### src/sv/modexp_pkg.sv
`default_nettype none
// ----------------------------------------------------------------------------
// modexp_pkg
// Shared widths, register indexes and controller/datapath command types for
// the modular exponentiation block.
// ----------------------------------------------------------------------------
package modexp_pkg;

  localparam int unsigned DataW = 64;
  localparam int unsigned CntW  = 6;   // counts the 64 bits of an operand
  localparam int unsigned CfgAw = 2;

  localparam logic [CfgAw-1:0] RegPubExp  = 2'd0;
  localparam logic [CfgAw-1:0] RegPrivExp = 2'd1;
  localparam logic [CfgAw-1:0] RegModulus = 2'd2;

  localparam logic ActEncrypt = 1'b0;
  localparam logic ActDecrypt = 1'b1;

  typedef struct packed {
    logic load;       // latch a new transaction
    logic set_one;    // zero exponent: accumulator becomes one
    logic red_step;   // one bit of the base reduction
    logic red_done;   // store reduced base, initialize accumulator
    logic mul_start;  // load multiplier operand and clear partial product
    logic mul_sel;    // 0 square, 1 multiply by base
    logic mul_step;   // one bit of the modular multiply
    logic commit;     // accumulator takes the product
    logic exp_shift;  // move to the next exponent bit
    logic finish;     // write the result register
  } cmd_t;

  typedef struct packed {
    logic expo_zero;
    logic expo_msb;
  } sts_t;

endpackage : modexp_pkg
`default_nettype wire

### src/sv/modular_exponentiation.sv
`default_nettype none
// ----------------------------------------------------------------------------
// modular_exponentiation
// Raises a message byte or a ciphertext to a key exponent modulo n.
// ----------------------------------------------------------------------------
//  Channel | Handshake               | Payload
//  --------+-------------------------+------------------------------
//  in      | in_valid_i / in_stall_o | action_i, value_i
//  out     | out_valid_o/out_stall_i | result_o
//  cfg     | cfg_we_i                | cfg_addr_i, cfg_wdata_i
//
// A transaction runs a base reduction, then for every exponent bit a square
// plus a multiply when the bit is set; each pass goes through the
// one-bit-per-cycle modular double-and-add unit.
// A zero exponent skips reduction and products. No clearing pass after reset.
// The next transaction is taken while a result still waits on a stalled out.
// ----------------------------------------------------------------------------
module modular_exponentiation (
  input  wire logic                          clk_i,
  input  wire logic                          rst_ni,
  input  wire logic                          cfg_we_i,
  input  wire logic [modexp_pkg::CfgAw-1:0]  cfg_addr_i,
  input  wire logic [modexp_pkg::DataW-1:0]  cfg_wdata_i,
  input  wire logic                          in_valid_i,
  output logic                               in_stall_o,
  input  wire logic                          action_i,
  input  wire logic [modexp_pkg::DataW-1:0]  value_i,
  output logic                               out_valid_o,
  input  wire logic                          out_stall_i,
  output logic [modexp_pkg::DataW-1:0]       result_o
);
  import modexp_pkg::*;

  cmd_t cmd;
  sts_t sts;

  modexp_ctrl u_ctrl (
    .clk_i       (clk_i),
    .rst_ni      (rst_ni),
    .in_valid_i  (in_valid_i),
    .in_stall_o  (in_stall_o),
    .out_valid_o (out_valid_o),
    .out_stall_i (out_stall_i),
    .sts_i       (sts),
    .cmd_o       (cmd)
  );

  modexp_dp u_dp (
    .clk_i       (clk_i),
    .rst_ni      (rst_ni),
    .cfg_we_i    (cfg_we_i),
    .cfg_addr_i  (cfg_addr_i),
    .cfg_wdata_i (cfg_wdata_i),
    .action_i    (action_i),
    .value_i     (value_i),
    .cmd_i       (cmd),
    .sts_o       (sts),
    .result_o    (result_o)
  );

endmodule : modular_exponentiation
`default_nettype wire

### src/sv/modexp_ctrl.sv
`default_nettype none
// ----------------------------------------------------------------------------
// modexp_ctrl
// Sequencer for square-and-multiply: base reduction, then one square and an
// optional multiply per exponent bit, each a 64-step bit-serial product.
// ----------------------------------------------------------------------------
module modexp_ctrl (
  input  wire logic              clk_i,
  input  wire logic              rst_ni,
  input  wire logic              in_valid_i,
  output logic                   in_stall_o,
  output logic                   out_valid_o,
  input  wire logic              out_stall_i,
  input  wire modexp_pkg::sts_t  sts_i,
  output modexp_pkg::cmd_t       cmd_o
);
  import modexp_pkg::*;

  typedef enum logic [2:0] {
    StIdle, StLoad, StRed, StRedDone, StStart, StStep, StCommit, StDone
  } state_e;

  state_e          state_q, state_d;
  logic [CntW-1:0] step_q, step_d;
  logic [CntW-1:0] ebit_q, ebit_d;
  logic            sel_q, sel_d;
  logic            out_valid_q, out_valid_d;
  logic            out_free;

  assign in_stall_o  = (state_q != StIdle);
  assign out_valid_o = out_valid_q;
  assign out_free    = !out_valid_q || !out_stall_i;

  always_comb begin
    state_d     = state_q;
    step_d      = step_q;
    ebit_d      = ebit_q;
    sel_d       = sel_q;
    out_valid_d = out_valid_q && out_stall_i;
    cmd_o       = '0;
    cmd_o.mul_sel = sel_q;
    unique case (state_q)
      StIdle: begin
        if (in_valid_i) begin
          cmd_o.load = 1'b1;
          state_d    = StLoad;
        end
      end
      StLoad: begin
        step_d = '0;
        ebit_d = '0;
        sel_d  = 1'b0;
        if (sts_i.expo_zero) begin
          cmd_o.set_one = 1'b1;
          state_d       = StDone;
        end else begin
          state_d = StRed;
        end
      end
      StRed: begin
        cmd_o.red_step = 1'b1;
        step_d         = step_q + 1'b1;
        if (&step_q) state_d = StRedDone;
      end
      StRedDone: begin
        cmd_o.red_done = 1'b1;
        state_d        = StStart;
      end
      StStart: begin
        cmd_o.mul_start = 1'b1;
        step_d          = '0;
        state_d         = StStep;
      end
      StStep: begin
        cmd_o.mul_step = 1'b1;
        step_d         = step_q + 1'b1;
        if (&step_q) state_d = StCommit;
      end
      StCommit: begin
        cmd_o.commit = 1'b1;
        if (!sel_q && sts_i.expo_msb) begin
          sel_d   = 1'b1;
          state_d = StStart;
        end else begin
          cmd_o.exp_shift = 1'b1;
          sel_d           = 1'b0;
          ebit_d          = ebit_q + 1'b1;
          state_d         = (&ebit_q) ? StDone : StStart;
        end
      end
      StDone: begin
        if (out_free) begin
          cmd_o.finish = 1'b1;
          out_valid_d  = 1'b1;
          state_d      = StIdle;
        end
      end
      default: state_d = StIdle;
    endcase
  end

  always_ff @(posedge clk_i or negedge rst_ni) begin
    if (!rst_ni) begin
      state_q     <= StIdle;
      step_q      <= '0;
      ebit_q      <= '0;
      sel_q       <= 1'b0;
      out_valid_q <= 1'b0;
    end else begin
      state_q     <= state_d;
      step_q      <= step_d;
      ebit_q      <= ebit_d;
      sel_q       <= sel_d;
      out_valid_q <= out_valid_d;
    end
  end

endmodule : modexp_ctrl
`default_nettype wire

### src/sv/modexp_dp.sv
`default_nettype none
// ----------------------------------------------------------------------------
// modexp_dp
// Datapath: key registers, exponent shifter, accumulator and a shared
// bit-serial modular double-and-add step used for reduction and products.
// ----------------------------------------------------------------------------
module modexp_dp (
  input  wire logic                               clk_i,
  input  wire logic                               rst_ni,
  input  wire logic                               cfg_we_i,
  input  wire logic [modexp_pkg::CfgAw-1:0]       cfg_addr_i,
  input  wire logic [modexp_pkg::DataW-1:0]       cfg_wdata_i,
  input  wire logic                               action_i,
  input  wire logic [modexp_pkg::DataW-1:0]       value_i,
  input  wire modexp_pkg::cmd_t                   cmd_i,
  output modexp_pkg::sts_t                        sts_o,
  output logic [modexp_pkg::DataW-1:0]            result_o
);
  import modexp_pkg::*;

  logic [DataW-1:0] pub_q, priv_q, mod_q;
  logic [DataW-1:0] n_q, base_q, expo_q, acc_q, macc_q, mb_q, result_q;
  logic             act_q;

  // Step: x = 2*macc + addend, then reduced. Operands stay below n, so x is
  // below 3n and at most two subtractions of n are needed.
  logic [DataW-1:0] addend, step_res;
  logic [DataW+1:0] x, n1, n2, d1, d2;
  logic             n_zero;

  assign n_zero = (n_q == '0);
  assign n1     = {2'b00, n_q};
  assign n2     = {1'b0, n_q, 1'b0};
  assign x      = {1'b0, macc_q, 1'b0} + {2'b00, addend};
  assign d1     = x - n1;
  assign d2     = x - n2;

  always_comb begin
    if (cmd_i.red_step) addend = {{(DataW-1){1'b0}}, mb_q[DataW-1]};
    else                addend = mb_q[DataW-1] ? acc_q : '0;
    if (n_zero)       step_res = x[DataW-1:0];
    else if (x >= n2) step_res = d2[DataW-1:0];
    else if (x >= n1) step_res = d1[DataW-1:0];
    else              step_res = x[DataW-1:0];
  end

  always_ff @(posedge clk_i or negedge rst_ni) begin
    if (!rst_ni) begin
      pub_q  <= '0;
      priv_q <= '0;
      mod_q  <= {{(DataW-1){1'b0}}, 1'b1};
    end else if (cfg_we_i) begin
      unique case (cfg_addr_i)
        RegPubExp:  pub_q  <= cfg_wdata_i;
        RegPrivExp: priv_q <= cfg_wdata_i;
        RegModulus: mod_q  <= cfg_wdata_i;
        default: ;
      endcase
    end
  end

  always_ff @(posedge clk_i) begin
    if (cmd_i.load) begin
      n_q    <= mod_q;
      act_q  <= action_i;
      expo_q <= (action_i == ActDecrypt) ? priv_q : pub_q;
      mb_q   <= (action_i == ActDecrypt) ? value_i
                                         : {{(DataW-8){1'b0}}, value_i[7:0]};
      macc_q <= '0;
    end
    if (cmd_i.set_one) acc_q <= {{(DataW-1){1'b0}}, 1'b1};
    if (cmd_i.red_step || cmd_i.mul_step) begin
      macc_q <= step_res;
      mb_q   <= {mb_q[DataW-2:0], 1'b0};
    end
    if (cmd_i.red_done) begin
      base_q <= macc_q;
      // With a modulus of one every residue is zero.
      acc_q  <= (n_q == {{(DataW-1){1'b0}}, 1'b1}) ? '0 : {{(DataW-1){1'b0}}, 1'b1};
    end
    if (cmd_i.mul_start) begin
      macc_q <= '0;
      mb_q   <= cmd_i.mul_sel ? base_q : acc_q;
    end
    if (cmd_i.commit)    acc_q  <= macc_q;
    if (cmd_i.exp_shift) expo_q <= {expo_q[DataW-2:0], 1'b0};
    if (cmd_i.finish) begin
      result_q <= (act_q == ActDecrypt) ? {{(DataW-8){1'b0}}, acc_q[7:0]} : acc_q;
    end
  end

  assign sts_o.expo_zero = (expo_q == '0);
  assign sts_o.expo_msb  = expo_q[DataW-1];
  assign result_o        = result_q;

endmodule : modexp_dp
`default_nettype wire
### config.mk
export PLATFORM = sky130hd
export DESIGN_NAME = modular_exponentiation
export DESIGN_NICKNAME = d
export VERILOG_FILES = /design/src/sv/modexp_pkg.sv /design/src/sv/modular_exponentiation.sv /design/src/sv/modexp_ctrl.sv /design/src/sv/modexp_dp.sv
export SDC_FILE = /design/constraint.sdc
export NUM_CORES = 1
export LEC_CHECK = 0
export ABC_AREA = 0
export BUFFER_PORTS_ARGS = -buffer_cell sky130_fd_sc_hd__buf_2
export CAP_MARGIN = 20
export CORE_ASPECT_RATIO = 0.8
export CORE_MARGIN = 2
export CORE_UTILIZATION = 30
export DETAILED_ROUTE_END_ITERATION = 8
export SETUP_SLACK_MARGIN = 0.3
export SYNTH_ARGS = -nofsm -noshare
export SYNTH_HDL_FRONTEND = slang
export SYNTH_SLANG_ARGS = --single-unit
export TNS_END_PERCENT = 30
### constraint.sdc
create_clock -name clk_i -period 6.4 [get_ports clk_i]
set_input_delay 0.32 -clock clk_i [delete_from_list [all_inputs] [get_ports clk_i]]
set_output_delay 0.32 -clock clk_i [all_outputs]
set_load 0.05 [all_outputs]
# [After elaboration in Yosys (flattened, before gate mapping)]
# Cells that the tools add are included.
[word_totals] mem_count=0 input_bits=136 out_inout_bits=66 latch_bits=0 mem_bits_rw=0 romBits=0 ff_bits=658
[op_classes] bitwise_logic=0 n_shift=0 reduce_logical=27 mux=46 order_cmp=2 n_div=0 eq_ne=15 n_mul=0 n_addsub=5
[op_table] cell="$mux 64" count=18
[op_table] cell="$logic_not 64->1" count=2
[op_table] cell="$sub 64x64->64" count=2
[op_table] cell="$add 65x64->66" count=1
[op_table] cell="$ge 66x64->1" count=1
[op_table] cell="$ge 66x65->1" count=1
[op_table] cell="$eq 64x1->1 const B" count=1
[op_table] cell="$pmux 3 s8" count=1
[op_table] cell="$pmux 6 s2" count=2
[op_table] cell="$mux 3" count=6
[op_table] cell="$mux 1" count=15
[op_table] cell="$add 6x1->6 const B" count=2
[op_table] cell="$eq 3x3->1 const B" count=4
[op_table] cell="$reduce_and 6->1" count=2
[op_table] cell="$reduce_bool 3->1" count=3
[op_table] cell="$reduce_and 2->1" count=4
[op_table] cell="$reduce_bool 2->1" count=4
[op_table] cell="$eq 3x2->1 const B" count=2
[op_table] cell="$mux 6" count=1
[op_table] cell="$ne 2x1->1 const B" count=3
[op_table] cell="$mux 2" count=2
[op_table] cell="$ne 2x2->1 const B" count=2
[op_table] cell="$reduce_and 4->1" count=1
[op_table] cell="$reduce_or 2->1" count=2
[op_table] cell="9 further kinds" count=13

# [Depth between registers and ports, before layout]
# Gate-level depths: netlist of run 1.
[logic_depth] ltp_word=9 ltp_mapped=31 mapped_depth_nobuf=27

# [Cells and area by module]
# A second synthesis of run 1 with hierarchy kept.
[hier_totals] hier_cells=3792 hier_area_um2=39087.5
[modules_own_cells] mod="modexp_dp" area_per_inst_um2=37912.6 n_inst=1 cells_per_inst=3654 seq_area_each_um2=17638.2
[modules_own_cells] mod="modexp_ctrl" area_per_inst_um2=1174.9 n_inst=1 cells_per_inst=138 seq_area_each_um2=425.4

# [Worst setup path after synthesis of run 1]
# OpenSTA, ideal clock, no wires.
[synth_path] path_kind="reg-to-reg" startpoint="register u_ctrl.state_q[0]" endpoint="register u_dp.macc_q[45]" stages_incl_launch_ff=32 setup_ns=0.127 path_slack_ns=-0.193 synth_period_minus_slack_ns=6.593 t_arrival_ns=6.466 path_cell_list="dfrtp_1 nor3b_1 nor2b_1 clkbuf_1 clkbuf_1 and2_1 ha_1 fa_1 a211oi_1 o21ai_0 a32oi_1 a21oi_1 a21oi_1 o21ai_0 nor2b_1 o41ai_1 xnor2_1 ha_1 buf_2 nand2_1 or4_4 or4_4 nor3_2 nor3_1 o211ai_2 nor4_4 o211ai_4 nand2b_2 buf_6 buf_6 a221oi_2 o21ai_1"
[synth_between] elab_chain_cells=9 elab_cells_between_ends=20 classes_between="3 x add/sub; 2 x order compare; 3 x eq/ne; 9 x mux; 3 x reduce/logical"
[synth_rtl] item="start: declaration" line="modexp_ctrl.sv:23" rtl="state_e state_q, state_d;"
[synth_rtl] item="start signal: assignment" line="modexp_ctrl.sv:104" rtl="state_q <= StIdle;"
[synth_rtl] item="start signal: assignment" line="modexp_ctrl.sv:110" rtl="state_q <= state_d;"
[synth_rtl] item="$eq 3x2->1" line="modexp_ctrl.sv:42" rtl="unique case (state_q)"
[synth_rtl] item="$mux 1" line="modexp_ctrl.sv:42"
[synth_rtl] item="$mux 64" line="modexp_dp.sv:39" rtl="if (cmd_i.red_step) addend = {{(DataW-1){1'b0}}, mb_q[DataW-1]};"
[synth_rtl] item="$add 65x64->66" line="modexp_dp.sv:34" rtl="assign x = {1'b0, macc_q, 1'b0} + {2'b00, addend};"
[synth_rtl] item="$sub 64x64->64 / $ge 66x64->1 (equally long branches)" line="modexp_dp.sv:35, modexp_dp.sv:43"
[synth_rtl] item="$mux 64" line="modexp_dp.sv:43" rtl="else if (x >= n1) step_res = d1[DataW-1:0];"
[synth_rtl] item="$mux 64" line="modexp_dp.sv:42" rtl="else if (x >= n2) step_res = d2[DataW-1:0];"
[synth_rtl] item="$mux 64" line="modexp_dp.sv:41" rtl="if (n_zero) step_res = x[DataW-1:0];"
[synth_rtl] item="$mux 64" line="modexp_dp.sv:72" rtl="if (cmd_i.red_step || cmd_i.mul_step) begin"
[synth_rtl] item="end signal: assignment" line="modexp_dp.sv:73" rtl="macc_q <= step_res;"
[synth_rtl] item="end: declaration" line="modexp_dp.sv:22" rtl="logic [DataW-1:0] n_q, base_q, expo_q, acc_q, macc_q, mb_q, result_q;"
# Several ways; a longest one is shown, not always the timed one.
# A chain may end at the register's enable or synchronous reset.

# [Worst setup path after layout of run 1]
[layout_path] startpoint="register u_ctrl.state_q[2]" endpoint="register u_dp.macc_q[40]"
# Same word-level chain as after synthesis.

==> results.md, run 1 <==
- Outcome: finished with violations
- Violated checks: negative setup slack
- Mapped Nets: 4071
- Critical path class: reg -> reg
- CTS sink count: 658
- GRT Overall Usage: 0.2120
- DRC Markers: 0
- Worst-margin pin slew: 1174 ps
- CP Capture Type: flip-flop
- CTS clk-pin slew, worst paths: 60 ps
- Starting density of the core: 0.3035
- Total gr overflow: 0
- Setup TNS: -938.8 ps
- Final core utilization: 0.4246
- HPWL Detailed: 110.3 mm
- Achievable Freq: 0.1538 GHz
- Fin area: 0.05420 mm²
- Pwr dens: 175.8 mW/mm²
- Tmin final: 6501 ps
- Sequential element share of the synthesized area: 0.4662
- Count of state elements after synthesis: 658
- Clk_lat worst skew: 680 ps
- Die Ht: 325.4 µm
- Final Skew: 35.11 ps
- Synth Cell Area: 0.03874 mm²
- Post-Route WL: 143.5 mm
- Endpoints failing setup: 34
- CP Launch Type: flip-flop
- Mapped Cells: 3739
- Ys flop type: edfxtp_1
- Post-synth ARST share: 0.3176
- Pleak: 22.71 nW
- Routed wire length per instance: 21.67 µm
- CORE AREA: 0.1277 mm²
- # Max-Cap Violations: 0
- Worst endpoint data arrival time: 7050 ps
- FP Rows: 117
- Global placement routability congestion: 1.008
- Final slew viol count: 0
- # nets final: 5170
- Antenna Nets Post-Route: 0
- Post-Syn Area per Cell: 10.36 µm²
- Ys Warns: 0
- Yosys cell types: 95
- Port bufs: 201
- Initial antenna violation count: 5
- Slowest-stage cell, CP: a222oi_1
- CTS Buffer Depth: 3
- Share of cells above drive strength 1: 0.3576
- Crit Path Max Fanout: 5
- DRT iter0 DRCs: 3159
- Final period util: 1.016
- Vias per Instance: 5.177
- Area grow syn2layout: 39.90%
- # diodes: 0
- Post-synth EDFFs: 384
- Max-slew headroom: 0.2147
- RSZ-0062 raised after global routing: true
- Fin. Hold Viols: 0
- CTS Root Cell: clkbuf_16
- Crit-path max cell delay: 400 ps
- First-pass GRT wire length: 211.9 mm
- Via Count: 34282
- Largest net degree at the start of global routing: 79
- Vias in the first global route: 33282
- CTS H-tree depth: 3
- CTS Buf Count: 71
- Die width: 405.8 µm
- CTS tree: yes
- Pre-antenna DRT Iters: 7
- Worst EP required: 6950 ps
- I/O pin count: 202
- Final worst slack: -101.4 ps
- Total die area: 0.1321 mm²
- DP Area: 0.04741 mm²
- Hold crit path type: in -> reg
- Peak VDD IR: 0.2107 mV
## synth_stat cells, types with 61 or more instances
cell type / number / area share
nor2b_1: 84 / 0.014
a21oi_1: 248 / 0.032
xnor2_1: 110 / 0.025
o21ai_0: 224 / 0.029
and2_1: 144 / 0.023
nand2_1: 325 / 0.031
mux2i_1: 122 / 0.032
ha_1: 193 / 0.062
nor2_1: 211 / 0.020
dfxtp_1: 65 / 0.034
xor2_1: 75 / 0.017
clkbuf_1: 162 / 0.016
nand4_1: 70 / 0.011
mux2_2: 193 / 0.056
edfxtp_1: 384 / 0.30
inv_1: 115 / 0.011
a31oi_1: 61 / 0.0098
dfrtp_1: 208 / 0.13
a221o_1: 67 / 0.017
nand3_1: 61 / 0.0079
a21o_1: 85 / 0.016
## metal layers
metal | GRT usage | vias to the layer above | wire length [µm]
met5 | 0 | - | 25
met4 | 0.04324 | 4 | 3017
met3 | 0.04617 | 163 | 11940
met2 | 0.2922 | 1195 | 57090
met1 | 0.3328 | 16813 | 71400
li1 | - | 16107 | -
## worst max-delay path, delay by kind of cell, from the launching register on
kind / cells / cell delay [ps]
simple gates: 12 / 2100
flops: 1 / 380
compound gates: 10 / 2020
fa+ha+maj: 2 / 510
xor+xnor: 1 / 320
buf+inv: 7 / 1040
## timing repair
action                                  in CTS  in global routing
endpoints found under the setup margin      64                 64
gates resized for setup                    257                197
hold buffers                               125                  0
pin swaps                                   93                134
endpoints found under the hold margin      328                  0
setup buffers                               55                 22
gates cloned                                 7                  4
## logic make-up after synthesis
kind of cell,after synthesis,synth area share
simple gates,1098,0.1428
compound gates,967,0.1640
flops,658,0.4662
buf+inv,320,0.03372
mux,315,0.08761
fa+ha+maj,196,0.06388
xor+xnor,185,0.04182
## area by class of cell
| cell class | count | area, µm² |
|---|---|---|
| clock buffer | 97 | 2022 |
| tap | 1725 | 2158 |
| sequential | 658 | 18070 |
| multi-input combinational | 2764 | 21580 |
| inverter | 115 | 435.4 |
| fill | 12316 | 73450 |
| timing repair buffer | 1228 | 9602 |
| clock inverter | 35 | 336.6 |
## placed cells by master, fill, tap and decap left out, types with 19 or more instances in the layout
cell,n
a31oi_1,50
a221o_1,67
nand2b_1,23
o21a_1,20
xor2_1,66
nand3_1,53
a21oi_1,207
nor4_1,40
edfxtp_1,384
mux2i_1,122
ha_1,156
and2_1,133
o21ai_2,20
o21ai_1,42
buf_6,43
nor2b_1,80
o21ai_0,181
nand4_1,70
buf_2,201
nor3_1,30
xnor2_1,90
mux2_2,193
nor2_1,190
clkbuf_16,80
dfxtp_1,65
o21bai_1,29
nand2_1,314
a211oi_1,25
inv_1,112
dlygate4sd3_1,125
a21oi_2,32
dfrtp_1,207
buf_4,828
buf_12,19
a21o_1,83
ha_4,36
## worst paths after layout
| path | depth (start not counted) | endpoint | slack, ps | start |
|---|---|---|---|---|
| max | 32 | u_dp.macc_q[40] | -100 | u_ctrl.state_q[2] |
| min | 3 | u_dp.mb_q[6] | 60 | value_i[6] |
| max reg2reg | 32 | u_dp.macc_q[40] | -100 | u_ctrl.state_q[2] |
| min reg2reg | 0 | u_dp.n_q[25] | 440 | u_dp.mod_q[25] |
| max in group asynchronous | 3 | u_ctrl.sel_q | 4750 | rst_ni |
| min in group asynchronous | 2 | u_dp.mod_q[50] | 260 | rst_ni |
## per-stage QoR
step                hold WS [ps]  cells  total power [mW]  setup slack [ps]
floorplan                  24.41   3739             5.154             309.1
global placement           401.5   6276             5.319            -691.3
detailed placement         404.4   6277             5.352            -863.8
CTS                        20.85   6596             9.628            -128.1
global route               47.70   6622             9.849            -375.4
finish                     62.71   6622             9.529            -101.4
## report_power, final
part           internal, mW  switching (mW)
logic                 0.300           0.190
clock network          2.44            1.77
registers              4.71           0.127
total                  7.44            2.09
(Power assumes the default switching activity.)
==> inputs of run 2 (changes only) <==
--- a/config.mk
+++ b/config.mk
@@ -6,12 +6,12 @@
 export NUM_CORES = 1
 export LEC_CHECK = 0
 export ABC_AREA = 0
-export BUFFER_PORTS_ARGS = -buffer_cell sky130_fd_sc_hd__buf_2
 export CAP_MARGIN = 20
 export CORE_ASPECT_RATIO = 0.8
 export CORE_MARGIN = 2
 export CORE_UTILIZATION = 30
 export DETAILED_ROUTE_END_ITERATION = 8
+export DONT_BUFFER_PORTS = 1
 export SETUP_SLACK_MARGIN = 0.3
 export SYNTH_ARGS = -nofsm -noshare
 export SYNTH_HDL_FRONTEND = slang
==> run 2 against run 1 <==
The flow still finishes with violations (negative setup slack); wire length decreased by 0.58%; first-iteration DRC count down 7.7%; setup slack worse by 82 ps; highest routed layer unchanged.
==> results.md, run 2 (synthesized netlist as in run 1, its figures left out) <==
- Outcome: finished with violations
- Violated checks: negative setup slack
- Pre-CTS setup slack: -686.3 ps (+177.5 ps)
- CTS Buffer Depth: 3 (unchanged)
- Final Skew: 41.30 ps (+6.183 ps)
- Final worst slack: -183.7 ps (-82.32 ps)
- Starting density of the core: 0.3035 (unchanged)
- Area grow syn2layout: 36.50%
- Worst R2R Path Depth: 31 (-3.1%)
- Hold Startpoint: action_i
- Final slew viol count: 0 (unchanged)
- CTS Root Cell: clkbuf_16
- Die Ht: 325.4 µm (unchanged)
- CP Launch Type: flip-flop
- Critical path class: reg -> reg
- DRC Markers: 0 (unchanged)
- Pwr Total: 9.510 mW (-0.21%)
- Antenna Nets Post-Route: 0 (unchanged)
- Hold Path Depth: 2 (-1)
- Final period util: 1.029 (+0.01286)
- Die width: 405.8 µm (unchanged)
- Worst EP required: 6950 ps (about the same)
- Clk_lat worst skew: 670 ps (about the same)
- HPWL Detailed: 108.4 mm (-1.8%)
- CTS clk-pin slew, worst paths: 70 ps (about the same)
- Fin Hold WS: 33.91 ps (-28.81 ps)
- GRT Overall Usage: 0.2105 (-0.001533)
- R2R setup slack: -180 ps (-80 ps)
- Post-Route WL: 142.6 mm (-0.58%)
- Vias per Instance: 5.172 (about the same)
- Most frequent cells in the layout: 828 x buf_4, 384 x edfxtp_1, 312 x nand2_1, 209 x a21oi_1, 207 x dfrtp_1
- Port bufs: 0 (-100%)
- CP most frequent cell: buf_6
- Achievable Freq: 0.1519 GHz (-1.3%)
- Fin area: 0.05288 mm² (-2.4%)
- CTS sink count: 658 (unchanged)
- I/O pin count: 202 (unchanged)
- WHS Endpoint: u_dp.expo_q[59]
- Via Count: 33248 (-3.0%)
- Crit-path max cell delay: 410 ps (about the same)
- DRT iter0 DRCs: 2916 (-7.7%)
- Pleak: 21.83 nW (-3.9%)
- Total gr overflow: 0 (unchanged)
- CORE AREA: 0.1277 mm² (unchanged)
- Fin cells: 6428 (-2.9%)
- Tmin final: 6584 ps (+82.32 ps)
- Vias in the first global route: 32320 (-2.9%)
- Placed insts: 6082 (-3.1%)
- Crit Path Max Fanout: 6 (+1)
- R2r startpoint: u_ctrl.state_q[2]
- Final core utilization: 0.4143 (-0.01033)
- Worst-margin pin slew: 1160 ps (-13.69 ps)
- CTS Buf Count: 72 (+1.4%)
- First-pass GRT wire length: 209.8 mm (-1.0%)
- DP Area: 0.04644 mm² (-2.0%)
- Routed wire length per instance: 22.19 µm (+2.4%)
- Hold crit path type: in -> reg
- Pre-antenna DRT Iters: 5 (-2)
- # nets final: 4965 (-4.0%)
- Reg-to-Reg End: u_dp.macc_q[45]
- Max-slew headroom: 0.2196 (+0.004884)
- Worst endpoint data arrival time: 7130 ps (+80 ps)
- RSZ-0062 raised after global routing: true
- # Max-Cap Violations: 0 (unchanged)
- Largest net degree at the start of global routing: 210 (+170%)
- CTS tree: yes
- Peak VDD IR: 0.1582 mV (-25%)
- Most common cell after layout, fill and taps aside: buf_4
- Fin. Hold Viols: 0 (unchanged)
- CTS H-tree depth: 3 (unchanged)
- Total die area: 0.1321 mm² (unchanged)
- Setup TNS: -4829 ps (-3890 ps)
- Pwr dens: 179.8 mW/mm² (+2.3%)
- Share of cells above drive strength 1: 0.3245 (-0.03305)
- Initial antenna violation count: 18 (+13)
- CP Capture Type: flip-flop
- Fill count: 12400 (+0.68%)
- Global placement routability congestion: 0.9726 (-3.5%)
- Slowest-stage cell, CP: dfrtp_1
- FP Rows: 117 (unchanged)
- Endpoints failing setup: 63 (+85%)
run 2: worst max path at each step:
stage | start | end | slack [ps] | cells after the start
4_1_cts | u_ctrl.state_q[0] | u_dp.macc_q[44] | -70 | 32
6_report | u_ctrl.state_q[2] | u_dp.macc_q[45] | -180 | 31
3_5_place_dp | u_ctrl.state_q[2] | u_dp.macc_q[30] | -690 | 31
5_1_grt | u_ctrl.state_q[0] | u_dp.macc_q[38] | -360 | 29
3_3_place_gp | u_ctrl.state_q[2] | u_dp.macc_q[57] | -750 | 30
2_1_floorplan | u_ctrl.state_q[0] | u_dp.macc_q[50] | 310 | 29
run 2: repair_timing:
action / in CTS / in global routing
setup endpoints to repair: 64 / 64
hold endpoints to repair: 489 / 0
gates resized for setup: 198 / 203
gates cloned: 6 / 0
setup buffers: 31 / 27
pin swaps: 84 / 136
hold buffers: 137 / 0
run 2: worst max-delay path: cells and delay by family, from the launching register on:
| kind | cells | cell delay, ps |
|---|---|---|
| compound gates | 11 | 2210 |
| simple gates | 11 | 2060 |
| buf+inv | 6 | 990 |
| fa+ha+maj | 2 | 420 |
| flops | 1 | 410 |
| xor+xnor | 1 | 360 |
run 2: power breakdown:
group	internal, mW	total [mW]	switching (mW)
Sequential	4.71	4.84	0.130
Combinational	0.279	0.460	0.181
Clock	2.40	4.21	1.81
run 2: per-layer routing:
metal	vias up	wire length [µm]	track usage	part of all wire
met5	-	53	0	0.00037
met4	10	2581	0.04364	0.018
met3	141	12400	0.05231	0.087
met2	1115	56530	0.2885	0.40
met1	16295	71080	0.3273	0.50
li1	15687	-	-	-
run 2: cell type report:
type,count,area [µm²],share of cell area
multi-input cells,2763,21340,0.4036
flip-flops and latches,658,18070,0.3416
repair buffers,1023,8472,0.1602
well taps,1725,2158,0.04081
clock buffers,94,1966,0.03717
inverters,115,435.4,0.008233
clock inverters,37,409.1,0.007737
diodes,13,32.53,0.0006151
==> inputs of run 3 (changes only) <==
--- a/config.mk
+++ b/config.mk
@@ -5,7 +5,7 @@
 export SDC_FILE = /design/constraint.sdc
 export NUM_CORES = 1
 export LEC_CHECK = 0
-export ABC_AREA = 0
+export ABC_AREA = 1
 export CAP_MARGIN = 20
 export CORE_ASPECT_RATIO = 0.8
 export CORE_MARGIN = 2
@@ -15,5 +15,6 @@
 export SETUP_SLACK_MARGIN = 0.3
 export SYNTH_ARGS = -nofsm -noshare
 export SYNTH_HDL_FRONTEND = slang
+export SYNTH_HIERARCHICAL = 1
 export SYNTH_SLANG_ARGS = --single-unit
 export TNS_END_PERCENT = 30
==> constraint.sdc (replaced) <==
create_clock -name clk_i -period 5.5 [get_ports clk_i]
set_input_delay 0.275 -clock clk_i [delete_from_list [all_inputs] [get_ports clk_i]]
set_output_delay 0.275 -clock clk_i [all_outputs]
set_load 0.05 [all_outputs]
==> run 3 against run 2 <==
The run still ends with negative setup slack left; register-to-register slack better by 120 ps; utilization up 3.0 points; area after synthesis rose by 7.2%; die area is 7.1% higher; largest cell class unchanged.
==> results.md, run 3 <==
- Outcome: finished with violations
- Violated checks: negative setup slack
- CORE AREA: 0.1378 mm² (+8.0%)
- Pre-antenna DRT Iters: 5 (unchanged)
- Most common cell after layout, fill and taps aside: nand2_1
- R2R setup slack: -60 ps (+120 ps)
- Fin. Hold Viols: 0 (unchanged)
- Post-synth top area cell: edfxtp_1
- First-pass GRT wire length: 261.0 mm (+24%)
- Antenna Nets Post-Route: 0 (unchanged)
- CTS Buf Count: 73 (+1.4%)
- Port bufs: 0 (unchanged)
- Setup TNS: -374.1 ps (+4455 ps)
- Area grow syn2layout: 47.47%
- Post-Syn Area per Cell: 7.564 µm² (-27%)
- Final worst slack: -63.80 ps (+119.9 ps)
- Die Ht: 336.7 µm (+3.5%)
- Mapped Cells: 5489 (+47%)
- HPWL Detailed: 142.6 mm (+32%)
- Worst-margin pin slew: 1174 ps (+13.88 ps)
- I/O pin count: 202 (unchanged)
- Max-slew headroom: 0.2174 (-0.002124)
- Total gr overflow: 0 (unchanged)
- # nets final: 7116 (+43%)
- Final period util: 1.012 (-0.01711)
- Final slew viol count: 0 (unchanged)
- Sequential element share of the synthesized area: 0.4351 (-0.03115)
- DRC Markers: 0 (unchanged)
- Ys flop type: edfxtp_1
- Crit-path max cell delay: 390 ps (-20 ps)
- Final core utilization: 0.4442 (+0.02991)
- RSZ-0062 raised after global routing: true
- CTS sink count: 658 (unchanged)
- Tmin final: 5564 ps (-1020 ps)
- Compound-gate portion of the synthesized area: 0.1467 (-0.01725)
- Worst endpoint data arrival time: 6210 ps (-920 ps)
- CTS clk-pin slew, worst paths: 70 ps (about the same)
- Die width: 419.9 µm (+3.5%)
- FP Rows: 122 (+4.3%)
- Slowest-stage cell, CP: dfrtp_1
- Worst EP required: 6140 ps (-810 ps)
- Ys Warns: 6 (+6)
- DRT iter0 DRCs: 4577 (+57%)
- Clk_lat worst skew: 710 ps (+40 ps)
- Area share of xor/xnor cells in the synthesized design: 0.02975 (-0.01208)
- Endpoints failing setup: 15 (-76%)
- GRT Overall Usage: 0.2487 (+0.03822)
- CP Launch Type: flip-flop
- Most common cell in the netlist: nand2_1
- Pre-CTS setup slack: -1079 ps (-392.7 ps)
- CTS Root Cell: clkbuf_16
- Share of cells above drive strength 1: 0.3164 (-0.008085)
- # Max-Cap Violations: 0 (unchanged)
- Post-Route WL: 184.3 mm (+29%)
- Largest net degree at the start of global routing: 210 (unchanged)
- Final Skew: 45.09 ps (+3.799 ps)
- Vias per Instance: 5.002 (-3.3%)
- Fill count: 13562 (+9.4%)
- Largest family of logic cells by synthesized area: simple AND/OR/NAND/NOR gates
- Yosys cell types: 61 (-36%)
- Largest cells by area after synthesis: edfxtp_1 28%, dfrtp_1 13%, nand2_1 12%
- Vias in the first global route: 40551 (+25%)
- Via Count: 43559 (+31%)
- Adder-Cell Fraction of Synth Area: 0.05961 (-0.004268)
- CP Capture Type: flip-flop
- Total die area: 0.1414 mm² (+7.1%)
- CTS H-tree depth: 3 (unchanged)
- Mux contribution to synthesized area: 0.0002411 (-0.08737)
- Mapped Nets: 5821 (+43%)
- Critical path class: reg -> reg
- Post-synth top area share: 0.2777 (-0.01989)
- Routed wire length per instance: 21.16 µm (-4.6%)
- Hold Startpoint: action_i
- Most frequent cells after synthesis: 1350 x nand2_1, 741 x nor2_1, 695 x inv_1
- CTS Buffer Depth: 3 (unchanged)
- CP startpoint: u_ctrl/state_q[2]
- Most frequent cells in the layout: 1186 x nand2_1, 1153 x buf_4, 635 x inv_1, 595 x nor2_1, 437 x o21ai_0
- Achievable Freq: 0.1797 GHz (+18%)
- Post-synth EDFFs: 384 (unchanged)
- Global placement routability congestion: 1.017 (+4.6%)
- Post-synthesis simple-gate area fraction: 0.2472 (+0.1044)
- Crit Path Max Fanout: 7 (+1)
- Count of state elements after synthesis: 658 (unchanged)
- Post-synth ARST share: 0.3176 (unchanged)
- Initial antenna violation count: 4 (-14)
- R2r startpoint: u_ctrl/state_q[2]
- CTS tree: yes
- Hold crit path type: in -> reg
- Synth Cell Area: 0.04152 mm² (+7.2%)
- Starting density of the core: 0.3012 (-0.002307)
==> run 3: through the flow <==
step           cell area (µm²)  hold WS [ps]  instances
3_3_place_gp             51570        -15.29       8266
4_1_cts                  57000         10.30       8579
2_1_floorplan            41520        -20.59       5489
6_report                 61230         35.62       8709
5_1_grt                  61230         27.39       8708
3_5_place_dp             51570        -14.02       8266
==> run 3: layout make-up <==
| cell class | instances | area [µm²] | area share |
|---|---|---|---|
| inverters | 706 | 2695 | 0.04402 |
| multi-input cells | 3957 | 23990 | 0.3917 |
| well taps | 1860 | 2327 | 0.03801 |
| clock inverters | 37 | 424.2 | 0.006928 |
| diodes | 4 | 10.01 | 0.0001635 |
| repair buffers | 1388 | 11620 | 0.1897 |
| clock buffers | 99 | 2102 | 0.03433 |
| flip-flops and latches | 658 | 18070 | 0.2951 |
==> run 3: per-layer routing <==
metal	wire length (µm)	track usage	vias to the layer above
met3	15450	0.04432	210
met2	76240	0.3587	1772
met1	87560	0.3779	20884
met5	13	0	-
li1	-	-	20691
met4	5039	0.06306	2
==> run 3: logic make-up (layout without fill, tap and decap cells) <==
logic type	Yosys count	after routing
mux	1	1
xor+xnor	141	141
compound gates	1100	1100
fa+ha+maj	196	196
other cells	0	4
buf+inv	875	2230
simple gates	2518	2519
flops	658	658
==> run 3: final timing paths <==
check	to	cells after the start
max in group asynchronous	u_ctrl/sel_q	2
min in group asynchronous	u_dp/pub_q[42]	2
setup / recovery	u_dp/macc_q[42]	38
setup reg to reg	u_dp/macc_q[42]	38
hold reg to reg	u_dp/n_q[6]	0
hold / removal	u_dp/expo_q[32]	2
==> run 3: timing repair <==
item	4_1_cts	5_1_grt
hold endpoints to repair	532	0
hold buffers	135	0
buffers inserted	39	117
endpoints found under the setup margin	64	64
pin swaps	55	285
gates resized for setup	276	746
cloned	3	9
==> run 3: critical path, delay by kind of cell, from the launching register on <==
family | cells | cell delay, ps
XOR/XNOR | 1 | 230
buffers and inverters | 15 | 1780
AND/OR/NAND/NOR | 12 | 1400
flip-flops | 1 | 390
AO/OA/AOI/OAI | 8 | 1050
adder cells (fa/ha/maj) | 2 | 630
Power of run 3 is not shown: default switching activity piles up to over one toggle a cycle in this logic, so the estimate is an artifact.
